==> src/rtl/ecbd_pkg.sv <==
// Shared types, constants and the helper function of the eye closure and blink detector.
package ecbd_pkg;

    localparam int COORD_W       = 17;
    localparam int HIST_DEPTH    = 10;
    localparam int PAIRS_PER_EYE = 3;
    localparam int PAIR_SLOTS    = 3;
    localparam int NUM_EYES      = 2;

    localparam int HIST_AW  = $clog2(HIST_DEPTH);
    localparam int FILL_W   = $clog2(HIST_DEPTH + 1);
    localparam int SUM_W    = COORD_W + FILL_W;
    localparam int CNT_W    = $clog2(PAIRS_PER_EYE + 1);
    localparam int ACC_W    = COORD_W + CNT_W;
    localparam int RECIP_SH = ACC_W + 2;
    localparam int RECIP3   = (2 ** RECIP_SH + 2) / 3;
    localparam int PROD3_W  = ACC_W + RECIP_SH;

    localparam int DROP_W   = 7;
    localparam int WARM_W   = 4;
    localparam int RUN_W    = 16;
    localparam int PDROP_W  = DROP_W + SUM_W;
    localparam int PNAP_W   = FILL_W + COORD_W;
    localparam int CMP_W    = SUM_W + 8;
    localparam int PCT_SCALE = 100;

    localparam int STAT_W   = 2;
    localparam int DANGER_W = 2;
    localparam int DIV_CW   = $clog2(SUM_W + 1);

    localparam int DATA_W    = 32;
    localparam int ADDR_W    = 5;
    localparam int REG_IDX_W = 3;

    localparam logic [REG_IDX_W-1:0] REG_MIN_DIST = 3'd0;
    localparam logic [REG_IDX_W-1:0] REG_WARMUP   = 3'd1;
    localparam logic [REG_IDX_W-1:0] REG_DROP     = 3'd2;
    localparam logic [REG_IDX_W-1:0] REG_BLINK_MIN = 3'd3;
    localparam logic [REG_IDX_W-1:0] REG_BLINK_MAX = 3'd4;
    localparam logic [REG_IDX_W-1:0] REG_WARN     = 3'd5;
    localparam logic [REG_IDX_W-1:0] REG_ALARM    = 3'd6;

    localparam logic [COORD_W-1:0] RST_MIN_DIST  = 17'd25;
    localparam logic [WARM_W-1:0]  RST_WARMUP    = 4'd5;
    localparam logic [DROP_W-1:0]  RST_DROP      = 7'd30;
    localparam logic [RUN_W-1:0]   RST_BLINK_MIN = 16'd2;
    localparam logic [RUN_W-1:0]   RST_BLINK_MAX = 16'd15;
    localparam logic [RUN_W-1:0]   RST_WARN      = 16'd15;
    localparam logic [RUN_W-1:0]   RST_ALARM     = 16'd30;

    localparam logic [STAT_W-1:0] ST_EVAL    = 2'd0;
    localparam logic [STAT_W-1:0] ST_WARMUP  = 2'd1;
    localparam logic [STAT_W-1:0] ST_INVALID = 2'd2;

    localparam logic [DANGER_W-1:0] DNG_NONE  = 2'd0;
    localparam logic [DANGER_W-1:0] DNG_WARN  = 2'd1;
    localparam logic [DANGER_W-1:0] DNG_ALARM = 2'd2;

    localparam logic [RUN_W-1:0] RUN_MAX = '1;

    typedef logic [COORD_W-1:0] t_coord;

    typedef struct packed {
        t_coord [NUM_EYES-1:0][PAIR_SLOTS-1:0] top;
        t_coord [NUM_EYES-1:0][PAIR_SLOTS-1:0] bot;
    } t_frame;

    typedef struct packed {
        logic [COORD_W-1:0] min_dist;
        logic [WARM_W-1:0]  warmup;
        logic [DROP_W-1:0]  drop;
        logic [RUN_W-1:0]   blink_min;
        logic [RUN_W-1:0]   blink_max;
        logic [RUN_W-1:0]   warn;
        logic [RUN_W-1:0]   alarm;
    } t_cfg;

    typedef struct packed {
        logic capture;
        logic pair_sum;
        logic mean;
        logic aper;
        logic upd;
        logic mul;
        logic cmp;
        logic div_start;
        logic load_out;
    } t_cmd;

    typedef struct packed {
        logic frame_ok;
        logic div_done;
        logic out_free;
    } t_stat;

    // Divides a pair-distance sum by a pair count of one to three; a count of zero gives zero.
    function automatic t_coord eye_mean(logic [ACC_W-1:0] acc, logic [CNT_W-1:0] cnt);
        logic [PROD3_W-1:0] prod;
        logic [PROD3_W-1:0] quo;
        t_coord             res;
        prod = PROD3_W'(acc) * PROD3_W'(RECIP3);
        quo  = prod >> RECIP_SH;
        priority if (cnt == CNT_W'(1)) begin
            res = acc[COORD_W-1:0];
        end else if (cnt == CNT_W'(2)) begin
            res = acc[COORD_W:1];
        end else if (cnt == CNT_W'(3)) begin
            res = quo[COORD_W-1:0];
        end else begin
            res = '0;
        end
        return res;
    endfunction

endpackage

==> src/rtl/ecbd_div.sv <==
// Restoring serial divider for the history average, one quotient bit per cycle.
module ecbd_div (
    input  logic                      i_clk,
    input  logic                      i_rst_n,
    input  logic                      i_start,
    input  logic [ecbd_pkg::SUM_W-1:0]  i_dividend,
    input  logic [ecbd_pkg::FILL_W-1:0] i_divisor,
    output logic                      o_done,
    output logic [ecbd_pkg::SUM_W-1:0]  o_quot
);
    import ecbd_pkg::*;

    logic [FILL_W-1:0] r_rem;
    logic [SUM_W-1:0]  r_quo;
    logic [DIV_CW-1:0] r_cnt;
    logic              r_done;
    logic [FILL_W:0]   w_shift;
    logic [FILL_W:0]   w_diff;
    logic              w_ge;

    assign w_shift = {r_rem, r_quo[SUM_W-1]};
    assign w_ge    = w_shift >= {1'b0, i_divisor};
    assign w_diff  = w_shift - {1'b0, i_divisor};

    always_ff @(posedge i_clk) begin
        if (!i_rst_n) begin
            r_cnt  <= '0;
            r_done <= 1'b0;
        end else if (i_start) begin
            r_cnt  <= DIV_CW'(SUM_W);
            r_done <= 1'b0;
        end else if (r_cnt != '0) begin
            r_cnt <= r_cnt - DIV_CW'(1);
            if (r_cnt == DIV_CW'(1)) begin
                r_done <= 1'b1;
            end
        end
    end

    always_ff @(posedge i_clk) begin
        if (i_start) begin
            r_rem <= '0;
            r_quo <= i_dividend;
        end else if (r_cnt != '0) begin
            r_rem <= w_ge ? w_diff[FILL_W-1:0] : w_shift[FILL_W-1:0];
            r_quo <= {r_quo[SUM_W-2:0], w_ge};
        end
    end

    assign o_done = r_done;
    assign o_quot = r_quo;

endmodule

==> src/rtl/ecbd_ctrl.sv <==
// Sequencer that steps the datapath through one frame at a time.
module ecbd_ctrl (
    input  logic            i_clk,
    input  logic            i_rst_n,
    input  logic            i_in_valid,
    output logic            o_in_stall,
    input  ecbd_pkg::t_stat i_stat,
    output ecbd_pkg::t_cmd  o_cmd
);
    import ecbd_pkg::*;

    localparam logic [3:0] S_IDLE     = 4'd0;
    localparam logic [3:0] S_DIST     = 4'd1;
    localparam logic [3:0] S_MEAN     = 4'd2;
    localparam logic [3:0] S_APER     = 4'd3;
    localparam logic [3:0] S_UPD      = 4'd4;
    localparam logic [3:0] S_MUL      = 4'd5;
    localparam logic [3:0] S_CMP      = 4'd6;
    localparam logic [3:0] S_DIV_GO   = 4'd7;
    localparam logic [3:0] S_DIV_WAIT = 4'd8;
    localparam logic [3:0] S_OUT      = 4'd9;

    logic [3:0] r_state;
    logic [3:0] n_state;

    always_comb begin
        n_state = r_state;
        o_cmd   = '0;
        unique case (r_state)
            S_IDLE: begin
                if (i_in_valid) begin
                    o_cmd.capture = 1'b1;
                    n_state       = S_DIST;
                end
            end
            S_DIST: begin
                o_cmd.pair_sum = 1'b1;
                n_state        = S_MEAN;
            end
            S_MEAN: begin
                o_cmd.mean = 1'b1;
                n_state    = i_stat.frame_ok ? S_APER : S_DIV_GO;
            end
            S_APER: begin
                o_cmd.aper = 1'b1;
                n_state    = S_UPD;
            end
            S_UPD: begin
                o_cmd.upd = 1'b1;
                n_state   = S_MUL;
            end
            S_MUL: begin
                o_cmd.mul = 1'b1;
                n_state   = S_CMP;
            end
            S_CMP: begin
                o_cmd.cmp = 1'b1;
                n_state   = S_DIV_GO;
            end
            S_DIV_GO: begin
                o_cmd.div_start = 1'b1;
                n_state         = S_DIV_WAIT;
            end
            S_DIV_WAIT: begin
                if (i_stat.div_done) begin
                    n_state = S_OUT;
                end
            end
            S_OUT: begin
                if (i_stat.out_free) begin
                    o_cmd.load_out = 1'b1;
                    n_state        = S_IDLE;
                end
            end
            default: begin
                n_state = S_IDLE;
            end
        endcase
    end

    always_ff @(posedge i_clk) begin
        if (!i_rst_n) begin
            r_state <= S_IDLE;
        end else begin
            r_state <= n_state;
        end
    end

    assign o_in_stall = (r_state != S_IDLE);

endmodule

==> src/rtl/ecbd_dp.sv <==
// Datapath: eye means, aperture history ring, closure test, run tracking and result register.
module ecbd_dp (
    input  logic                           i_clk,
    input  logic                           i_rst_n,
    input  ecbd_pkg::t_cfg                 i_cfg,
    input  ecbd_pkg::t_frame               i_frame,
    input  ecbd_pkg::t_cmd                 i_cmd,
    output ecbd_pkg::t_stat                o_stat,
    input  logic                           i_out_stall,
    output logic                           o_out_valid,
    output logic [ecbd_pkg::STAT_W-1:0]    o_status,
    output logic [ecbd_pkg::DANGER_W-1:0]  o_danger_level,
    output logic [ecbd_pkg::COORD_W-1:0]   o_aperture,
    output logic [ecbd_pkg::COORD_W-1:0]   o_history_average,
    output logic                           o_eyes_closed,
    output logic [ecbd_pkg::RUN_W-1:0]     o_closed_frames,
    output logic [ecbd_pkg::RUN_W-1:0]     o_blink_count
);
    import ecbd_pkg::*;

    t_frame r_frame;

    logic [NUM_EYES-1:0][ACC_W-1:0] r_acc;
    logic [NUM_EYES-1:0][CNT_W-1:0] r_cnt;
    logic [NUM_EYES-1:0][ACC_W-1:0] n_acc;
    logic [NUM_EYES-1:0][CNT_W-1:0] n_cnt;
    t_coord [NUM_EYES-1:0]          r_mean;

    t_coord r_ap;
    t_coord r_old;
    t_coord r_hist [HIST_DEPTH];

    logic [SUM_W-1:0]   r_sum;
    logic [HIST_AW-1:0] r_wp;
    logic [FILL_W-1:0]  r_fill;
    logic [PDROP_W-1:0] r_p_drop;
    logic [PNAP_W-1:0]  r_p_nap;

    logic             r_flag;
    logic [RUN_W-1:0] r_run;
    logic [RUN_W-1:0] r_blinks;
    logic             n_flag;
    logic [RUN_W-1:0] n_run;
    logic [RUN_W-1:0] n_blinks;

    logic [STAT_W-1:0]   r_status;
    logic [DANGER_W-1:0] r_danger;
    logic [STAT_W-1:0]   n_status;
    logic [DANGER_W-1:0] n_danger;

    logic [COORD_W:0] w_ap_sum;
    logic [CMP_W-1:0] w_lhs;
    logic [CMP_W-1:0] w_rhs;
    logic             w_eval;
    logic             w_closed_now;

    logic             w_div_done;
    logic [SUM_W-1:0] w_quot;

    logic r_out_valid;

    always_ff @(posedge i_clk) begin
        if (i_cmd.capture) begin
            r_frame <= i_frame;
        end
    end

    // Sum and count of the pair distances above the minimum, per eye.
    always_comb begin
        logic [COORD_W-1:0] d;
        for (int e = 0; e < NUM_EYES; e++) begin
            n_acc[e] = '0;
            n_cnt[e] = '0;
            for (int k = 0; k < PAIRS_PER_EYE; k++) begin
                d = (r_frame.top[e][k] >= r_frame.bot[e][k]) ?
                    r_frame.top[e][k] - r_frame.bot[e][k] :
                    r_frame.bot[e][k] - r_frame.top[e][k];
                if (d > i_cfg.min_dist) begin
                    n_acc[e] = n_acc[e] + ACC_W'(d);
                    n_cnt[e] = n_cnt[e] + CNT_W'(1);
                end
            end
        end
    end

    always_ff @(posedge i_clk) begin
        if (i_cmd.pair_sum) begin
            r_acc <= n_acc;
            r_cnt <= n_cnt;
        end
        if (i_cmd.mean) begin
            for (int e = 0; e < NUM_EYES; e++) begin
                r_mean[e] <= eye_mean(r_acc[e], r_cnt[e]);
            end
        end
    end

    assign o_stat.frame_ok = (r_cnt[0] != '0) && (r_cnt[1] != '0);

    assign w_ap_sum = {1'b0, r_mean[0]} + {1'b0, r_mean[1]};

    always_ff @(posedge i_clk) begin
        if (i_cmd.aper) begin
            r_ap  <= w_ap_sum[COORD_W:1];
            r_old <= r_hist[r_wp];
        end
        if (i_cmd.upd) begin
            r_hist[r_wp] <= r_ap;
        end
        if (i_cmd.mul) begin
            r_p_drop <= PDROP_W'(i_cfg.drop) * PDROP_W'(r_sum);
            r_p_nap  <= PNAP_W'(r_fill) * PNAP_W'(r_ap);
        end
    end

    always_ff @(posedge i_clk) begin
        if (!i_rst_n) begin
            r_sum  <= '0;
            r_wp   <= '0;
            r_fill <= '0;
        end else if (i_cmd.upd) begin
            if (r_fill == FILL_W'(HIST_DEPTH)) begin
                r_sum <= r_sum - SUM_W'(r_old) + SUM_W'(r_ap);
            end else begin
                r_sum  <= r_sum + SUM_W'(r_ap);
                r_fill <= r_fill + FILL_W'(1);
            end
            r_wp <= (r_wp == HIST_AW'(HIST_DEPTH - 1)) ? '0 : r_wp + HIST_AW'(1);
        end
    end

    // Closed when 100 * (sum - n * aperture) exceeds drop * sum.
    assign w_lhs        = CMP_W'(r_sum) * CMP_W'(PCT_SCALE);
    assign w_rhs        = CMP_W'(r_p_drop) + CMP_W'(r_p_nap) * CMP_W'(PCT_SCALE);
    assign w_closed_now = w_lhs > w_rhs;
    assign w_eval       = 32'(r_fill) >= 32'(i_cfg.warmup);

    always_comb begin
        n_flag   = r_flag;
        n_run    = r_run;
        n_blinks = r_blinks;
        n_status = ST_WARMUP;
        n_danger = DNG_NONE;
        if (w_eval) begin
            n_status = ST_EVAL;
            if (w_closed_now) begin
                if (!r_flag) begin
                    n_flag = 1'b1;
                    n_run  = RUN_W'(1);
                end else if (r_run != RUN_MAX) begin
                    n_run = r_run + RUN_W'(1);
                end
            end else if (r_flag) begin
                if ((r_run > i_cfg.blink_min) && (r_run < i_cfg.blink_max) &&
                    (r_blinks != RUN_MAX)) begin
                    n_blinks = r_blinks + RUN_W'(1);
                end
                n_flag = 1'b0;
                n_run  = '0;
            end
            priority if (n_run > i_cfg.alarm) begin
                n_danger = DNG_ALARM;
            end else if (n_run > i_cfg.warn) begin
                n_danger = DNG_WARN;
            end else begin
                n_danger = DNG_NONE;
            end
        end
    end

    always_ff @(posedge i_clk) begin
        if (!i_rst_n) begin
            r_flag   <= 1'b0;
            r_run    <= '0;
            r_blinks <= '0;
        end else if (i_cmd.cmp) begin
            r_flag   <= n_flag;
            r_run    <= n_run;
            r_blinks <= n_blinks;
        end
    end

    always_ff @(posedge i_clk) begin
        if (i_cmd.mean) begin
            r_status <= ST_INVALID;
            r_danger <= DNG_NONE;
        end else if (i_cmd.cmp) begin
            r_status <= n_status;
            r_danger <= n_danger;
        end
    end

    ecbd_div u_div (
        .i_clk      (i_clk),
        .i_rst_n    (i_rst_n),
        .i_start    (i_cmd.div_start),
        .i_dividend (r_sum),
        .i_divisor  (r_fill),
        .o_done     (w_div_done),
        .o_quot     (w_quot)
    );

    assign o_stat.div_done = w_div_done;
    assign o_stat.out_free = !r_out_valid || !i_out_stall;

    always_ff @(posedge i_clk) begin
        if (!i_rst_n) begin
            r_out_valid <= 1'b0;
        end else if (i_cmd.load_out) begin
            r_out_valid <= 1'b1;
        end else if (!i_out_stall) begin
            r_out_valid <= 1'b0;
        end
    end

    always_ff @(posedge i_clk) begin
        if (i_cmd.load_out) begin
            o_status          <= r_status;
            o_danger_level    <= r_danger;
            o_aperture        <= o_stat.frame_ok ? r_ap : '0;
            o_history_average <= (r_fill == '0) ? '0 : w_quot[COORD_W-1:0];
            o_eyes_closed     <= r_flag;
            o_closed_frames   <= r_run;
            o_blink_count     <= r_blinks;
        end
    end

    assign o_out_valid = r_out_valid;

endmodule

==> src/rtl/eye_closure_blink_detector_unit.sv <==
// Top level of the eye closure and blink detector: register file, sequencer and datapath.
//
// One input beat carries the top and bottom vertical landmark coordinates of three pairs
// per eye for one video frame; one output beat returns the frame's status, danger level,
// aperture, history average, closed flag, closed run length and blink count.
// Both channels use valid and stall. The block works on one frame at a time: o_in_stall
// is high from the cycle after a beat is accepted until the result is handed to the
// output register. A frame with a valid pair on both eyes passes the aperture, history
// update, multiply and compare steps; an invalid frame skips them and goes to the divider.
// The serial divider that forms the history average (one quotient bit per cycle over the
// 21-bit sum) is the longest step. The next frame can be accepted in the cycle after the
// result is loaded. The output register holds a result while i_out_stall is high; a
// finished frame waits for it to drain before it is loaded, and the input side stays
// stalled meanwhile. Configuration registers are to be written over the APB port while
// the block is idle; the block itself does not enforce this. Synchronous reset restores
// the register defaults and clears the history, the closed run and the blink count;
// history entries are written before they are ever read.
module eye_closure_blink_detector_unit (
    input  logic                           i_clk,
    input  logic                           i_rst_n,
    input  logic                           psel,
    input  logic                           penable,
    input  logic                           pwrite,
    input  logic [ecbd_pkg::ADDR_W-1:0]    paddr,
    input  logic [ecbd_pkg::DATA_W-1:0]    pwdata,
    output logic [ecbd_pkg::DATA_W-1:0]    prdata,
    output logic                           pready,
    input  logic                           i_in_valid,
    output logic                           o_in_stall,
    input  logic [ecbd_pkg::COORD_W-1:0]   i_left_top_y_1,
    input  logic [ecbd_pkg::COORD_W-1:0]   i_left_top_y_2,
    input  logic [ecbd_pkg::COORD_W-1:0]   i_left_top_y_3,
    input  logic [ecbd_pkg::COORD_W-1:0]   i_left_bottom_y_1,
    input  logic [ecbd_pkg::COORD_W-1:0]   i_left_bottom_y_2,
    input  logic [ecbd_pkg::COORD_W-1:0]   i_left_bottom_y_3,
    input  logic [ecbd_pkg::COORD_W-1:0]   i_right_top_y_1,
    input  logic [ecbd_pkg::COORD_W-1:0]   i_right_top_y_2,
    input  logic [ecbd_pkg::COORD_W-1:0]   i_right_top_y_3,
    input  logic [ecbd_pkg::COORD_W-1:0]   i_right_bottom_y_1,
    input  logic [ecbd_pkg::COORD_W-1:0]   i_right_bottom_y_2,
    input  logic [ecbd_pkg::COORD_W-1:0]   i_right_bottom_y_3,
    output logic                           o_out_valid,
    input  logic                           i_out_stall,
    output logic [ecbd_pkg::STAT_W-1:0]    o_status,
    output logic [ecbd_pkg::DANGER_W-1:0]  o_danger_level,
    output logic [ecbd_pkg::COORD_W-1:0]   o_aperture,
    output logic [ecbd_pkg::COORD_W-1:0]   o_history_average,
    output logic                           o_eyes_closed,
    output logic [ecbd_pkg::RUN_W-1:0]     o_closed_frames,
    output logic [ecbd_pkg::RUN_W-1:0]     o_blink_count
);
    import ecbd_pkg::*;

    t_cfg   r_cfg;
    t_frame w_frame;
    t_cmd   w_cmd;
    t_stat  w_stat;

    logic                 w_wr;
    logic [REG_IDX_W-1:0] w_idx;

    assign pready = 1'b1;
    assign w_wr   = psel && penable && pwrite && pready;
    assign w_idx  = paddr[ADDR_W-1:2];

    always_ff @(posedge i_clk) begin
        if (!i_rst_n) begin
            r_cfg.min_dist  <= RST_MIN_DIST;
            r_cfg.warmup    <= RST_WARMUP;
            r_cfg.drop      <= RST_DROP;
            r_cfg.blink_min <= RST_BLINK_MIN;
            r_cfg.blink_max <= RST_BLINK_MAX;
            r_cfg.warn      <= RST_WARN;
            r_cfg.alarm     <= RST_ALARM;
        end else if (w_wr) begin
            unique case (w_idx)
                REG_MIN_DIST:  r_cfg.min_dist  <= pwdata[COORD_W-1:0];
                REG_WARMUP:    r_cfg.warmup    <= pwdata[WARM_W-1:0];
                REG_DROP:      r_cfg.drop      <= pwdata[DROP_W-1:0];
                REG_BLINK_MIN: r_cfg.blink_min <= pwdata[RUN_W-1:0];
                REG_BLINK_MAX: r_cfg.blink_max <= pwdata[RUN_W-1:0];
                REG_WARN:      r_cfg.warn      <= pwdata[RUN_W-1:0];
                REG_ALARM:     r_cfg.alarm     <= pwdata[RUN_W-1:0];
                default: begin
                end
            endcase
        end
    end

    always_comb begin
        unique case (w_idx)
            REG_MIN_DIST:  prdata = DATA_W'(r_cfg.min_dist);
            REG_WARMUP:    prdata = DATA_W'(r_cfg.warmup);
            REG_DROP:      prdata = DATA_W'(r_cfg.drop);
            REG_BLINK_MIN: prdata = DATA_W'(r_cfg.blink_min);
            REG_BLINK_MAX: prdata = DATA_W'(r_cfg.blink_max);
            REG_WARN:      prdata = DATA_W'(r_cfg.warn);
            REG_ALARM:     prdata = DATA_W'(r_cfg.alarm);
            default:       prdata = '0;
        endcase
    end

    assign w_frame.top[0][0] = i_left_top_y_1;
    assign w_frame.top[0][1] = i_left_top_y_2;
    assign w_frame.top[0][2] = i_left_top_y_3;
    assign w_frame.bot[0][0] = i_left_bottom_y_1;
    assign w_frame.bot[0][1] = i_left_bottom_y_2;
    assign w_frame.bot[0][2] = i_left_bottom_y_3;
    assign w_frame.top[1][0] = i_right_top_y_1;
    assign w_frame.top[1][1] = i_right_top_y_2;
    assign w_frame.top[1][2] = i_right_top_y_3;
    assign w_frame.bot[1][0] = i_right_bottom_y_1;
    assign w_frame.bot[1][1] = i_right_bottom_y_2;
    assign w_frame.bot[1][2] = i_right_bottom_y_3;

    ecbd_ctrl u_ctrl (
        .i_clk      (i_clk),
        .i_rst_n    (i_rst_n),
        .i_in_valid (i_in_valid),
        .o_in_stall (o_in_stall),
        .i_stat     (w_stat),
        .o_cmd      (w_cmd)
    );

    ecbd_dp u_dp (
        .i_clk             (i_clk),
        .i_rst_n           (i_rst_n),
        .i_cfg             (r_cfg),
        .i_frame           (w_frame),
        .i_cmd             (w_cmd),
        .o_stat            (w_stat),
        .i_out_stall       (i_out_stall),
        .o_out_valid       (o_out_valid),
        .o_status          (o_status),
        .o_danger_level    (o_danger_level),
        .o_aperture        (o_aperture),
        .o_history_average (o_history_average),
        .o_eyes_closed     (o_eyes_closed),
        .o_closed_frames   (o_closed_frames),
        .o_blink_count     (o_blink_count)
    );

    a_busy_after_accept: assert property (@(posedge i_clk) disable iff (!i_rst_n)
        (i_in_valid && !o_in_stall) |=> o_in_stall)
        else $error("input side not stalled after a beat was accepted");

    a_div_restart: assert property (@(posedge i_clk) disable iff (!i_rst_n)
        w_cmd.div_start |=> !w_stat.div_done)
        else $error("divider reports done right after start");

    a_out_from_load: assert property (@(posedge i_clk) disable iff (!i_rst_n)
        $rose(o_out_valid) |-> $past(w_cmd.load_out))
        else $error("output valid rose without a result load");

    a_load_needs_free: assert property (@(posedge i_clk) disable iff (!i_rst_n)
        w_cmd.load_out |-> (!o_out_valid || !i_out_stall))
        else $error("result loaded over a stalled output beat");

endmodule
==> config.mk <==
export PLATFORM = sky130hd
export DESIGN_NAME = eye_closure_blink_detector_unit
export DESIGN_NICKNAME = d
export VERILOG_FILES = /design/src/rtl/ecbd_pkg.sv /design/src/rtl/ecbd_div.sv /design/src/rtl/ecbd_ctrl.sv /design/src/rtl/ecbd_dp.sv /design/src/rtl/eye_closure_blink_detector_unit.sv
export SDC_FILE = /design/constraint.sdc
export NUM_CORES = 2
export LEC_CHECK = 0
export BUFFER_PORTS_ARGS = -buffer_cell sky130_fd_sc_hd__buf_2
export CORE_MARGIN = 5
export CORE_UTILIZATION = 35
export DETAILED_ROUTE_END_ITERATION = 16
export GPL_TIMING_DRIVEN = 0
export PLACE_DENSITY = 0.47
export SYNTH_ARGS = -nofsm -noshare
export SYNTH_HDL_FRONTEND = slang
export SYNTH_HIERARCHICAL = 1
export SYNTH_SLANG_ARGS = --single-unit
==> constraint.sdc <==
create_clock -name i_clk -period 17.2 [get_ports i_clk]
set_input_delay 0.86 -clock i_clk [delete_from_list [all_inputs] [get_ports i_clk]]
set_output_delay 0.86 -clock i_clk [all_outputs]
set_load 0.02 [all_outputs]
==> impl_metrics.yaml <==
worst_setup_path:
  end_kind: "register"
  worstPathRequired_ps: 17640
  cp_num_buf_inv: 4
  startpoint_type: "register"
  critPathSlowestCell: "a2111oi_0"
  cpPeakStageDelay_ps: 700
  cp_top_family: "compound AO/OA/AOI/OAI gates"
  worst-setup-path-type: "register to register"
  cp.arrival_ps: 11140
  crit_fanout: 10
clock_network:
  hold_buffers: 0
  cts_buffers: 96
  cts_tree: "done"
  cts.reportedPaths.clkPinSlew_ps: 60
  insertion_delay_ps: 730
  htreeDepth: 3
  clk_path_buf_depth: 3
  cts_setup_buffers: 0
  cts_root_buf: "clkbuf_16"
  ctsResizeCount: 0
  clock-sinks: 798
grt:
  grt_max_degree: 72
  grt_pass1_vias: 53379
  antenna_found_initial: 8
  grt_pass1_wl_microns: 319200
  grt_overflow: 0
  grt_use_total: 0.1890
sta:
  setup_viol: 0
  fin_crit_ps: 10700
  setup_tns_ps: 0
  fmax_mhz: 93.46
  finalClockSkew_ps: 41.08
  fin_crit_sh: 0.6221
  fin_ws_ps: 6501
  rsz0062_at_grt: "no"
  worst_pin_slew_ps: 1238
  hold_viol_final: 0
  maxSlewHeadroom: 0.1728
  slew_violations: 0
placement:
  portBuffers: 318
  dp_cells: 10242
  dp_hpwl_microns: 168800
  post-place-ws_ps: 6662
  place_congestion: 0.8668
drt:
  m1WireLength_microns: 95400
  vias_per_cell: 5.054
  postRouteAntennaNets: 0
  routed_wl_microns: 207000
  dr.first_iter.drc_count: 3045
  routedWlPerCell_microns: 19.85
  drt_first_pass_iters: 6
  met2_length_microns: 99360
  dr.max_layer_used: "met5"
  drc: 0
  vias: 52716
  routed-wl-met3_microns: 7429
die:
  initial_core_util: 0.3513
  dieArea_sq_um: 214300
  row_count: 166
  die_h_microns: 462.9
  core_area_sq_um: 204400
  design.portCount: 354
  die_w_microns: 462.9
cells_and_area:
  fillers: 20306
  register_area_sq_um: 22230
  nets: 9322
  fin_cells: 10430
  multiInputGateArea_sq_um: 44580
  area_growth_pct: 12.27
  drive_gt1_frac: 0.09813
logic_synthesis:
  synth_edf_count: 625
  ys_seq_area_frac: 0.3096
  ys.flop_type: "edfxtp_1"
  ys_ff_latch: 798
  postSynthCellCount: 7194
  synth_cell_type_count: 107
  synthArstFlopShare: 0
  avgSynthCellArea_sq_um: 9.981
  ys_warn_count: 6
  synth_area_sq_um: 71810
run_status:
  outcome: "finished clean"
run:
  drv_cap: 0
worst_hold_path:
  hp-class: "input port to register"
-- layer usage --
metal | vias up | GRT usage
met1 | 25618 | 0.2548
met4 | 2 | 0.04754
met3 | 202 | 0.02123
met5 | - | 0
met2 | 999 | 0.3240
li1 | 25895 | -
-- placed cells by master, fill, tap and decap left out, types with 171 or more instances in the layout --
master    netlist  layout
fa_1          397     397
a21o_1        250     250
o21ai_0       267     267
ha_1         1025    1025
dfxtp_1       173     173
buf_2          27     345
nand2_1       505     505
nor2_1        291     285
inv_1        1082    1082
edfxtp_1      625     625
clkbuf_1      157     171
a21oi_1       419     419
xnor2_1       226     226
-- kinds of logic after synthesis --
logic type | after synthesis | synth area share
DFF | 798 | 0.3096
muxes | 289 | 0.04776
AOI/OAI and AO/OA | 1449 | 0.1313
other | 2 | 0.0001046
buffers and inverters | 1318 | 0.07146
adders and majority gates | 1422 | 0.2893
and+or+nand+nor | 1562 | 0.1073
xor gates and xnor gates | 354 | 0.04318
-- registers in the layout, indices dropped and copies added, names as in the netlist, 28 cells and up --
name and count:
u_dp/r_hist 170, r_cfg 92, u_dp/r_frame 204, u_dp/r_mean 34, u_dp/r_p_drop 28, u_dp/r_acc 38
-- metrics by stage --
| step | hold slack (ps) | cell area, sq um | utilization |
|---|---|---|---|
| 6_report | 305.9 | 80610 | 0.3944 |
| 4_1_cts | 214.1 | 80600 | 0.3944 |
| 3_5_place_dp | 419.1 | 77300 | 0.3782 |
| 5_1_grt | 254.7 | 80600 | 0.3944 |
| 3_3_place_gp | 426.8 | 76810 | 0.3758 |
| 2_1_floorplan | 406.4 | 71860 | - |
-- Yosys cell counts (41+ instances only) --
cell type	instances	area (sq um)
inv_1	1082	4061
ha_1	1025	12820
edfxtp_1	625	18770
nand2_1	505	1896
a21oi_1	419	2097
fa_1	397	7948
nor2_1	291	1092
o21ai_0	267	1336
a21o_1	250	1877
xnor2_1	226	1979
dfxtp_1	173	3463
mux2i_1	166	1662
clkbuf_1	157	589.3
nor2b_1	135	844.6
xor2_1	128	1121
nand3_1	122	610.6
nand2b_1	93	581.8
and2_1	90	563.0
mux2_2	89	1002
nor3_1	85	425.4
nand4_1	67	419.2
a211oi_1	65	488.0
o21bai_1	50	375.4
a31oi_1	46	287.8
o21a_1	42	315.3
or3_1	41	256.5
-- layout make-up --
type,instances,area share
Clock inverter,60,0.007838
Inverter,1086,0.05057
Timing Repair Buffer,346,0.02472
Sequential cell,798,0.2758
Antenna cell,7,0.0002173
Buffer,232,0.01308
Tap cell,2688,0.04172
Clock buffer,121,0.03309
Multi-Input combinational cell,5092,0.5530
-- final timing paths --
path,start,endpoint,slack [ps],depth (start not counted)
max,u_dp/r_frame[52]$_DFFE_PP_,u_dp/r_acc[35]$_DFFE_PP_,6500,38
min,i_left_bottom_y_1[13],u_dp/r_frame[13]$_DFFE_PP_,310,1
max reg2reg,u_dp/r_frame[52]$_DFFE_PP_,u_dp/r_acc[35]$_DFFE_PP_,6500,38
min reg2reg,u_dp/r_status[0]$_SDFFE_PP0P_,u_dp/o_status[0]$_DFFE_PP_,430,0
Power is not shown: default switching activity piles up to over one toggle a cycle in this logic, so the estimate is an artifact.
